==> config.mk <==
export PLATFORM = sky130hd
export DESIGN_NAME = http_post_request_framer
export DESIGN_NICKNAME = d
export VERILOG_FILES = /design/src/hprf_pkg.sv /design/src/hprf_slot_ram.sv /design/src/http_post_request_framer.sv
export SDC_FILE = /design/constraint.sdc
export NUM_CORES = 1
export LEC_CHECK = 0
export ABC_CLOCK_PERIOD_IN_PS = 28000
export BUFFER_PORTS_ARGS = -buffer_cell sky130_fd_sc_hd__buf_2
export CELL_PAD_IN_SITES_DETAIL_PLACEMENT = 0
export CELL_PAD_IN_SITES_GLOBAL_PLACEMENT = 2
export CORE_ASPECT_RATIO = 1.25
export CORE_MARGIN = 2
export CORE_UTILIZATION = 40
export DETAILED_ROUTE_END_ITERATION = 16
export GPL_ROUTABILITY_DRIVEN = 0
export PLACE_DENSITY_LB_ADDON = 0.05
export SLEW_MARGIN = 20
export SYNTH_ARGS = -nofsm -noshare
export SYNTH_HDL_FRONTEND = slang
export SYNTH_SLANG_ARGS = --single-unit
==> constraint.sdc <==
create_clock -name clock -period 28 [get_ports clock]
set_input_delay 1.4 -clock clock [delete_from_list [all_inputs] [get_ports clock]]
set_output_delay 1.4 -clock clock [all_outputs]
set_load 0.03 [all_outputs]
==> src/hprf_pkg.sv <==
// ----------------------------------------------------------------------------
// HTTP POST request framer package
// Shared codes, text constants and defaults for the request framer.
// ----------------------------------------------------------------------------
package hprf_pkg;

   localparam int DEFAULT_CONNECTIONS = 16;
   localparam int DEFAULT_COUNT_WIDTH = 16;
   localparam int METHOD_LEN = 8;
   localparam int PATTERN_LEN = 16;
   localparam logic [15:0] MAX_REQUEST_RESET = 16'd4096;

   localparam logic [7:0] CHAR_CR = 8'h0d;
   localparam logic [7:0] CHAR_LF = 8'h0a;
   localparam logic [7:0] CHAR_ZERO = 8'h30;
   localparam logic [7:0] CHAR_NINE = 8'h39;

   typedef enum logic [1:0] {
      OP_DATA  = 2'd0,
      OP_OPEN  = 2'd1,
      OP_CLOSE = 2'd2,
      OP_NONE  = 2'd3
   } op_type;

   typedef enum logic [1:0] {
      KIND_BODY   = 2'd0,
      KIND_EMPTY  = 2'd1,
      KIND_METHOD = 2'd2,
      KIND_LONG   = 2'd3
   } kind_type;

   typedef enum logic [1:0] {
      PH_METHOD = 2'd0,
      PH_HEADER = 2'd1,
      PH_BODY   = 2'd2,
      PH_DROP   = 2'd3
   } phase_type;

   function automatic logic [7:0] method_char(input logic [2:0] idx);
      logic [7:0] c;
      case (idx)
         3'd0: c = "P";
         3'd1: c = "O";
         3'd2: c = "S";
         3'd3: c = "T";
         3'd4: c = " ";
         3'd5: c = "/";
         3'd6: c = "o";
         3'd7: c = "m";
         default: c = 8'h00;
      endcase
      return c;
   endfunction

   function automatic logic [7:0] pattern_char(input logic [3:0] idx);
      logic [7:0] c;
      case (idx)
         4'd0:  c = "C";
         4'd1:  c = "o";
         4'd2:  c = "n";
         4'd3:  c = "t";
         4'd4:  c = "e";
         4'd5:  c = "n";
         4'd6:  c = "t";
         4'd7:  c = "-";
         4'd8:  c = "L";
         4'd9:  c = "e";
         4'd10: c = "n";
         4'd11: c = "g";
         4'd12: c = "t";
         4'd13: c = "h";
         4'd14: c = ":";
         4'd15: c = " ";
         default: c = 8'h00;
      endcase
      return c;
   endfunction

endpackage

==> src/hprf_slot_ram.sv <==
// ----------------------------------------------------------------------------
// Slot state memory
// One write port, one registered read port, write data forwarded to the read
// register when both hit the same entry at the same edge.
// ----------------------------------------------------------------------------
module hprf_slot_ram #(
   parameter int DEPTH = 16,
   parameter int AW    = 4,
   parameter int WIDTH = 8
) (
   input  logic             clock,
   input  logic             rd_en,
   input  logic [AW-1:0]    rd_addr,
   output logic [WIDTH-1:0] rd_data,
   input  logic             wr_en,
   input  logic [AW-1:0]    wr_addr,
   input  logic [WIDTH-1:0] wr_data
);

   logic [WIDTH-1:0] mem [DEPTH];
   logic [WIDTH-1:0] rd_data_ff;

   always_ff @(posedge clock) begin
      if (wr_en) begin
         mem[wr_addr] <= wr_data;
      end
   end

   always_ff @(posedge clock) begin
      if (rd_en) begin
         if (wr_en && (wr_addr == rd_addr)) begin
            rd_data_ff <= wr_data;
         end else begin
            rd_data_ff <= mem[rd_addr];
         end
      end
   end

   assign rd_data = rd_data_ff;

endmodule

==> src/http_post_request_framer.sv <==
// ----------------------------------------------------------------------------
// HTTP POST request framer
// Frames POST requests byte by byte over a set of connection slots.
// ----------------------------------------------------------------------------
// Input channel req_*: one event per transfer (data byte, open or close of a
// slot). Result channel rsp_*: at most one result per event (body byte with
// last mark, empty body done, wrong method, too long). csr_wr_en/csr_wr_data
// write max_request_bytes; write it only while the block is idle.
// Per-slot framing state lives in a one-port-read, one-port-write memory.
// An event is read from the memory at its transfer, updated in the update
// stage and written back; a hit on the entry being written is forwarded.
// A result goes from its input transfer through the update stage into the
// result register, which drives rsp_*.
// Throughput: one event per cycle when no result stalls, set by the
// read-modify-write loop on the slot memory.
// The result register holds a result until it is taken; while it is full
// and not taken, an event with a result waits in the update stage and
// req_ready drops; events without a result still pass.
// Reset (synchronous) marks all slots inactive, empties the pipeline and
// sets max_request_bytes to 4096. No clearing pass is needed: a slot's
// memory entry is written when the slot is opened.
// ----------------------------------------------------------------------------
module http_post_request_framer
   import hprf_pkg::*;
#(
   parameter int CONNECTIONS = DEFAULT_CONNECTIONS,
   parameter int COUNT_WIDTH = DEFAULT_COUNT_WIDTH
) (
   input  logic        clock,
   input  logic        reset,

   input  logic        req_valid,
   output logic        req_ready,
   input  logic [1:0]  req_operation,
   input  logic [3:0]  req_connection,
   input  logic [7:0]  req_data_byte,

   output logic        rsp_valid,
   input  logic        rsp_ready,
   output logic [3:0]  rsp_result_connection,
   output logic [1:0]  rsp_kind,
   output logic [7:0]  rsp_body_byte,
   output logic        rsp_last,
   output logic [15:0] rsp_body_length,

   input  logic        csr_wr_en,
   input  logic [15:0] csr_wr_data
);

   localparam int CW = COUNT_WIDTH;
   localparam int SLOT_AW = (CONNECTIONS > 1) ? $clog2(CONNECTIONS) : 1;
   localparam int CMP_W = (CW > 16) ? CW : 16;
   localparam logic [CW-1:0] COUNT_MAX = '1;

   typedef struct packed {
      phase_type   phase;
      logic [3:0]  method_matched;
      logic [4:0]  pattern_matched;
      logic        digits_active;
      logic        length_known;
      logic [CW-1:0] content_length;
      logic [1:0]  crlf_progress;
      logic [CW-1:0] request_bytes;
      logic [CW-1:0] body_left;
   } slot_type;

   localparam int SLOT_W = $bits(slot_type);

   // configuration
   logic [15:0] max_bytes_ff;

   always_ff @(posedge clock) begin
      if (reset) begin
         max_bytes_ff <= MAX_REQUEST_RESET;
      end else if (csr_wr_en) begin
         max_bytes_ff <= csr_wr_data;
      end
   end

   // accept stage
   logic               req_fire;
   logic [31:0]        req_conn_ext;
   logic [SLOT_AW-1:0] req_addr;
   logic               req_in_range;

   assign req_fire     = req_valid && req_ready;
   assign req_conn_ext = 32'(req_connection);
   assign req_addr     = req_conn_ext[SLOT_AW-1:0];
   assign req_in_range = (req_conn_ext < 32'(CONNECTIONS));

   // update stage
   logic               s1_valid_ff;
   op_type             s1_op_ff;
   logic [3:0]         s1_conn_ff;
   logic [7:0]         s1_byte_ff;
   logic [SLOT_AW-1:0] s1_addr_ff;
   logic               s1_in_range_ff;

   logic [CONNECTIONS-1:0] active_ff;
   logic [CONNECTIONS-1:0] active_in;

   slot_type slot_rd;
   slot_type slot_wr;
   logic     slot_we;
   logic [SLOT_W-1:0] slot_rd_bits;

   logic       s1_emit;
   kind_type   s1_kind;
   logic [7:0] s1_out_byte;
   logic       s1_out_last;
   logic [15:0] s1_out_len;
   logic       s1_write;
   logic       s1_done;
   logic       out_free;

   logic [CW+3:0] scaled;
   logic [2:0]    crlf_next;
   logic [4:0]    p_next;
   logic [31:0]   len32;
   logic          hdr_length_known;
   logic [CW-1:0] hdr_length;
   logic [CW-1:0] left_next;

   hprf_slot_ram #(
      .DEPTH (CONNECTIONS),
      .AW    (SLOT_AW),
      .WIDTH (SLOT_W)
   ) u_slot_ram (
      .clock   (clock),
      .rd_en   (req_fire),
      .rd_addr (req_addr),
      .rd_data (slot_rd_bits),
      .wr_en   (slot_we),
      .wr_addr (s1_addr_ff),
      .wr_data (slot_wr)
   );

   assign slot_rd = slot_type'(slot_rd_bits);

   always_ff @(posedge clock) begin
      if (reset) begin
         s1_valid_ff <= 1'b0;
      end else if (req_ready) begin
         s1_valid_ff <= req_valid;
      end
   end

   always_ff @(posedge clock) begin
      if (req_fire) begin
         s1_op_ff       <= op_type'(req_operation);
         s1_conn_ff     <= req_connection;
         s1_byte_ff     <= req_data_byte;
         s1_addr_ff     <= req_addr;
         s1_in_range_ff <= req_in_range;
      end
   end

   always_comb begin
      slot_wr          = slot_rd;
      s1_emit          = 1'b0;
      s1_write         = 1'b0;
      s1_kind          = KIND_BODY;
      s1_out_byte      = 8'h00;
      s1_out_last      = 1'b0;
      len32            = 32'(slot_rd.content_length);
      s1_out_len       = len32[15:0];
      scaled           = '0;
      crlf_next        = '0;
      p_next           = '0;
      hdr_length_known = slot_rd.length_known;
      hdr_length       = slot_rd.content_length;
      left_next        = slot_rd.body_left;
      active_in        = active_ff;

      if (s1_valid_ff && s1_in_range_ff) begin
         case (s1_op_ff)
            OP_OPEN: begin
               slot_wr = '0;
               s1_write = 1'b1;
               active_in[s1_addr_ff] = 1'b1;
            end
            OP_CLOSE: begin
               active_in[s1_addr_ff] = 1'b0;
            end
            OP_DATA: begin
               if (active_ff[s1_addr_ff] && (slot_rd.phase != PH_DROP)) begin
                  s1_write = 1'b1;
                  if (CMP_W'(slot_rd.request_bytes) >= CMP_W'(max_bytes_ff)) begin
                     slot_wr.phase = PH_DROP;
                     s1_emit = 1'b1;
                     s1_kind = KIND_LONG;
                  end else begin
                     if (slot_rd.request_bytes != COUNT_MAX) begin
                        slot_wr.request_bytes = slot_rd.request_bytes + CW'(1);
                     end
                     case (slot_rd.phase)
                        PH_METHOD: begin
                           if (slot_rd.method_matched[3] ||
                               (s1_byte_ff != method_char(slot_rd.method_matched[2:0])))
                           begin
                              slot_wr.phase = PH_DROP;
                              s1_emit = 1'b1;
                              s1_kind = KIND_METHOD;
                           end else begin
                              slot_wr.method_matched = slot_rd.method_matched + 4'd1;
                              if (slot_rd.method_matched == 4'(METHOD_LEN - 1)) begin
                                 slot_wr.phase = PH_HEADER;
                              end
                           end
                        end
                        PH_HEADER: begin
                           if (slot_rd.digits_active) begin
                              if ((s1_byte_ff >= CHAR_ZERO) && (s1_byte_ff <= CHAR_NINE)) begin
                                 scaled = ((CW+4)'(slot_rd.content_length) << 3)
                                        + ((CW+4)'(slot_rd.content_length) << 1)
                                        + (CW+4)'(s1_byte_ff - CHAR_ZERO);
                                 if (scaled > (CW+4)'(COUNT_MAX)) begin
                                    hdr_length = COUNT_MAX;
                                 end else begin
                                    hdr_length = scaled[CW-1:0];
                                 end
                              end else begin
                                 slot_wr.digits_active = 1'b0;
                              end
                           end else if (!slot_rd.length_known) begin
                              if (!slot_rd.pattern_matched[4] &&
                                  (s1_byte_ff == pattern_char(slot_rd.pattern_matched[3:0])))
                              begin
                                 p_next = slot_rd.pattern_matched + 5'd1;
                                 if (p_next == 5'(PATTERN_LEN)) begin
                                    hdr_length_known = 1'b1;
                                    slot_wr.digits_active = 1'b1;
                                    hdr_length = '0;
                                    p_next = '0;
                                 end
                              end else begin
                                 p_next = (s1_byte_ff == pattern_char(4'd0)) ? 5'd1 : 5'd0;
                              end
                              slot_wr.pattern_matched = p_next;
                           end
                           slot_wr.length_known = hdr_length_known;
                           slot_wr.content_length = hdr_length;

                           if (s1_byte_ff == CHAR_CR) begin
                              if ((slot_rd.crlf_progress == 2'd0) ||
                                  (slot_rd.crlf_progress == 2'd2)) begin
                                 crlf_next = 3'(slot_rd.crlf_progress) + 3'd1;
                              end else begin
                                 crlf_next = 3'd1;
                              end
                           end else if ((s1_byte_ff == CHAR_LF) &&
                                        ((slot_rd.crlf_progress == 2'd1) ||
                                         (slot_rd.crlf_progress == 2'd3))) begin
                              crlf_next = 3'(slot_rd.crlf_progress) + 3'd1;
                           end else begin
                              crlf_next = 3'd0;
                           end
                           slot_wr.crlf_progress = crlf_next[1:0];

                           if (crlf_next[2]) begin
                              slot_wr.crlf_progress = 2'd0;
                              slot_wr.digits_active = 1'b0;
                              slot_wr.phase = PH_BODY;
                              if (hdr_length_known) begin
                                 if (hdr_length == '0) begin
                                    slot_wr = '0;
                                    s1_emit = 1'b1;
                                    s1_kind = KIND_EMPTY;
                                    s1_out_last = 1'b1;
                                    s1_out_len = 16'd0;
                                 end else begin
                                    slot_wr.body_left = hdr_length;
                                 end
                              end
                           end
                        end
                        PH_BODY: begin
                           if (slot_rd.length_known) begin
                              if (slot_rd.body_left != '0) begin
                                 left_next = slot_rd.body_left - CW'(1);
                              end
                              slot_wr.body_left = left_next;
                              s1_emit = 1'b1;
                              s1_kind = KIND_BODY;
                              s1_out_byte = s1_byte_ff;
                              if (left_next == '0) begin
                                 s1_out_last = 1'b1;
                                 slot_wr = '0;
                              end
                           end
                        end
                        default: begin
                           s1_write = 1'b0;
                        end
                     endcase
                  end
               end
            end
            default: begin
               s1_write = 1'b0;
            end
         endcase
      end
   end

   assign out_free  = !rsp_valid || rsp_ready;
   assign s1_done   = s1_valid_ff && (!s1_emit || out_free);
   assign req_ready = !s1_valid_ff || s1_done;
   assign slot_we   = s1_done && s1_write;

   always_ff @(posedge clock) begin
      if (reset) begin
         active_ff <= '0;
      end else if (s1_done) begin
         active_ff <= active_in;
      end
   end

   // result register
   logic        rsp_valid_ff;
   logic [3:0]  rsp_conn_ff;
   kind_type    rsp_kind_ff;
   logic [7:0]  rsp_byte_ff;
   logic        rsp_last_ff;
   logic [15:0] rsp_len_ff;

   always_ff @(posedge clock) begin
      if (reset) begin
         rsp_valid_ff <= 1'b0;
      end else if (s1_done && s1_emit) begin
         rsp_valid_ff <= 1'b1;
      end else if (rsp_ready) begin
         rsp_valid_ff <= 1'b0;
      end
   end

   always_ff @(posedge clock) begin
      if (s1_done && s1_emit) begin
         rsp_conn_ff <= s1_conn_ff;
         rsp_kind_ff <= s1_kind;
         rsp_byte_ff <= s1_out_byte;
         rsp_last_ff <= s1_out_last;
         rsp_len_ff  <= s1_out_len;
      end
   end

   assign rsp_valid             = rsp_valid_ff;
   assign rsp_result_connection = rsp_conn_ff;
   assign rsp_kind              = rsp_kind_ff;
   assign rsp_body_byte         = rsp_byte_ff;
   assign rsp_last              = rsp_last_ff;
   assign rsp_body_length       = rsp_len_ff;

`ifndef ASSERT_OFF
   a_empty_is_last: assert property (@(posedge clock) disable iff (reset)
      rsp_valid && (rsp_kind == KIND_EMPTY) |-> rsp_last && (rsp_body_length == 16'd0))
      else $error("empty body result without last mark or with nonzero length");

   a_error_not_last: assert property (@(posedge clock) disable iff (reset)
      rsp_valid && ((rsp_kind == KIND_METHOD) || (rsp_kind == KIND_LONG))
      |-> !rsp_last && (rsp_body_byte == 8'h00))
      else $error("error result carries last mark or body byte");

   a_stall_blocks_input: assert property (@(posedge clock) disable iff (reset)
      s1_valid_ff && !s1_done |-> !req_ready)
      else $error("input accepted while update stage is stalled");

   a_reset_inactive: assert property (@(posedge clock)
      reset |=> (active_ff == '0) && !rsp_valid && !s1_valid_ff)
      else $error("slots or pipeline not cleared by reset");
`endif

endmodule
==> out/results.ini <==
[run_status]
status = completed

[final_layout]
instances_no_fill = 4524
seqCellArea_um2 = 34190
multiInputGateArea_um2 = 14450
n_antenna_cell = 0
fillers = 10530
stdcell_area_um2 = 55740
nNetsFinal = 2931
drive_above_1_share_pct = 25.60
area_growth_pct = 12.95

[clock_tree]
cts-root-buf = clkbuf_16
cts_resized = 0
clk_pin_slew_ns = 0.07
clockBufferDepth = 3
cts_tree = yes
cts_buffers = 115
cts_hold_buf = 0
clock-sinks = 1150
htreeDepth = 3
cts_setup_buffers = 0
clk_latency_ns = 0.74

[sta]
rsz0062_at_grt = no
setup_viol = 0
hold_violations = 0
fin_crit_sh_pct = 29.49
setup_tns_ns = 0
period_needed_ns = 8.258
fin_skew_ns = 0.03908
timing.slew.headroom_pct = 27.34
slew_violations = 0
fmax_mhz = 121.1
tightest_slew_ns = 1.090
holdWs_ns = 0.4905

[routing]
totalWireLength_um = 141000
wl_per_cell_um = 31.18
drc = 0
drt_iter0_drc = 2381
drt-vias-per-instance = 5.888
num_vias = 26640
dr.pass1.iters = 5
ant_nets = 0

[global_route]
grt.total_usage_pct = 22.46
grt.overflow.total = 0
grt_pass1_wl_um = 204200
grt_start_max_net_pins = 74
grt_pass1_vias = 27770
antenna_found_initial = 1

[yosys]
ys.flop_type = edfxtp_1
syn_avg_cell_area_um2 = 18.27
yosys_warnings = 0
synthArstFlopShare_pct = 0
synth_top_cell_by_area = edfxtp_1
synth_nets = 2813
synth_top_area_share_pct = 67.91
ys_seq_elements = 1150
ys_top_cells_by_area = edfxtp_1 68%, mux4_2 15%, ha_1 1.6%
synth_cells = 2701
syn_area_um2 = 49350
synth_cell_types = 90
ys_seq_area_share_pct = 69.29
synth_edf_count = 1116

[place]
portBuffers = 67
dp_hpwl_um = 86010
place_inst = 4308
dpl_cell_area_um2 = 51880

[floorplan]
initial_utilization_pct = 40.16
die-area_um2 = 126200
core_um2 = 122900
die_w_um = 318.2
fp-row-count = 144
die_h_um = 396.7
io_pins = 68

[worst_setup_path]
path_max_fanout = 18
arrival_ns = 6.86
path_class = flop to output pin
cp-start-kind = flop
reg2reg_slack_ns = 19.87
critPathCaptureType = output pin
r2r-end = u_slot_ram.mem[2][13]
r2r_start = s1_byte_ff[4]
required_ns = 26.60
worst_r2r_path_depth = 19

[pwr]
leakage_nw = 17.95
powerDensity_nw_per_um2 = 69.46
ir_worst_vdd_v = 0.00004955
p_total_mw = 3.872

[worst_hold_path]
min_path_cells = 2
hold_path_class = flop to flop

[flow_run]
cap_violations = 0

worst max path at each step:
stage,startpoint,to,slack [ns],depth (start not counted)
floorplan,s1_byte_ff[4],u_slot_ram.mem[3][0],16.05,19
global placement,s1_byte_ff[4],u_slot_ram.mem[2][5],19.69,19
detailed placement,s1_byte_ff[4],u_slot_ram.mem[2][5],19.55,19
CTS,s1_byte_ff[4],req_ready,19.34,15
global route,s1_byte_ff[4],req_ready,19.29,15
finish,s1_byte_ff[4],req_ready,19.74,15
layer usage:
layer | part of all wire (%) | routed length, µm | track usage [%]
met2 | 50 | 70810 | 38.40
met5 | 0 | 0 | 0
met4 | 2.7 | 3874 | 7.016
met3 | 4.4 | 6204 | 2.655
met1 | 43 | 60150 | 30.14
state kept, by name, summed over array words and instances, names as in the netlist, 4 cells and up, named ones only:
signal                 flops
max_bytes_ff              16
rsp_body_byte              8
rsp_body_length           16
rsp_result_connection      4
s1_addr_ff                 4
s1_byte_ff                 8
u_slot_ram.mem          1008
u_slot_ram.rd_data        63
power by group:
group	switching (mW)	internal [mW]	leakage, nW
combinational	0.226	0.130	5.74
clock	0.672	0.889	1.84
sequential	0.0285	1.93	10.4
total	0.926	2.95	18.0
layout make-up:
type / count / area share (%)
sequential: 1150 / 61.34
inverter: 71 / 0.4781
multi-input combinational: 1327 / 25.93
tap: 1606 / 3.605
clock inverter: 84 / 1.504
timing repair buffer: 154 / 1.825
clock buffer: 132 / 5.315
per-stage QoR:
stage / setup WS (ns) / util (%)
after global placement: 19.69 / 42.19
after floorplan: 16.05 / -
after global routing: 19.29 / 45.36
after CTS: 19.34 / 45.31
after detailed placement: 19.55 / 42.22
final: 19.74 / 45.36
synthesized netlist by cell type (13+ instances only):
cell	count
edfxtp_1	1116
mux4_2	320
nand2_1	122
clkbuf_1	112
nor2_1	96
o21ai_0	82
a21oi_1	72
inv_1	70
ha_1	62
nor3_1	53
mux2_2	44
mux2i_1	35
dfxtp_1	34
nand3_1	33
and2_1	29
nor4_1	25
a31oi_1	21
and3_1	21
buf_1	21
a21o_1	19
nand2b_1	19
mux2_1	17
xnor2_1	16
fa_1	15
nor2b_1	13
or3_1	13
kinds of logic after synthesis:
family,count (synthesis),synth area share (%)
buf+inv,224,1.841
compound gates,341,4.759
fa+ha+maj,77,2.180
mux,416,16.71
simple gates,469,4.802
flops,1150,69.29
xor+xnor,24,0.4259
cells in the final DEF, fill, tap and decap left out, types with 11 or more instances in the layout:
master and n:
clkbuf_16 116, xnor2_1 16, and3_1 21, clkbuf_1 16, o21ai_0 63, nand3_1 33
nand4_1 11, a21o_1 19, mux2_1 17, o21a_1 12, mux2i_1 35, bufinv_16 14
o211ai_1 12, inv_1 70, nand2b_1 19, nor3_1 39, buf_2 63, edfxtp_1 1116
dfxtp_1 34, a21oi_1 72, clkinv_2 21, mux4_2 320, o21ai_2 14, nor4_1 21
mux2_2 44, ha_1 62, nor2b_1 13, and2_1 28, or3_1 12, nand2_1 122
clkinv_1 34, buf_4 88, nor3_2 13, nor2_1 93, fa_1 15, a31oi_1 21
worst max-delay path, cell delays in order, from the launching register on:
cell and delay [ns]:
edfxtp_1 0.56, ha_1 0.36, nor3_4 0.58, fa_1 0.54, ha_1 0.40, a21oi_1 0.25
o21ai_0 0.18, or4_1 0.53, o211ai_1 0.21, o22ai_1 0.16, or3_1 0.47, a211o_1 0.34
nor4_4 0.44, a21o_1 0.68, inv_1 0.17, buf_2 0.23
No activity file was read; power rests on OpenSTA's default activity.
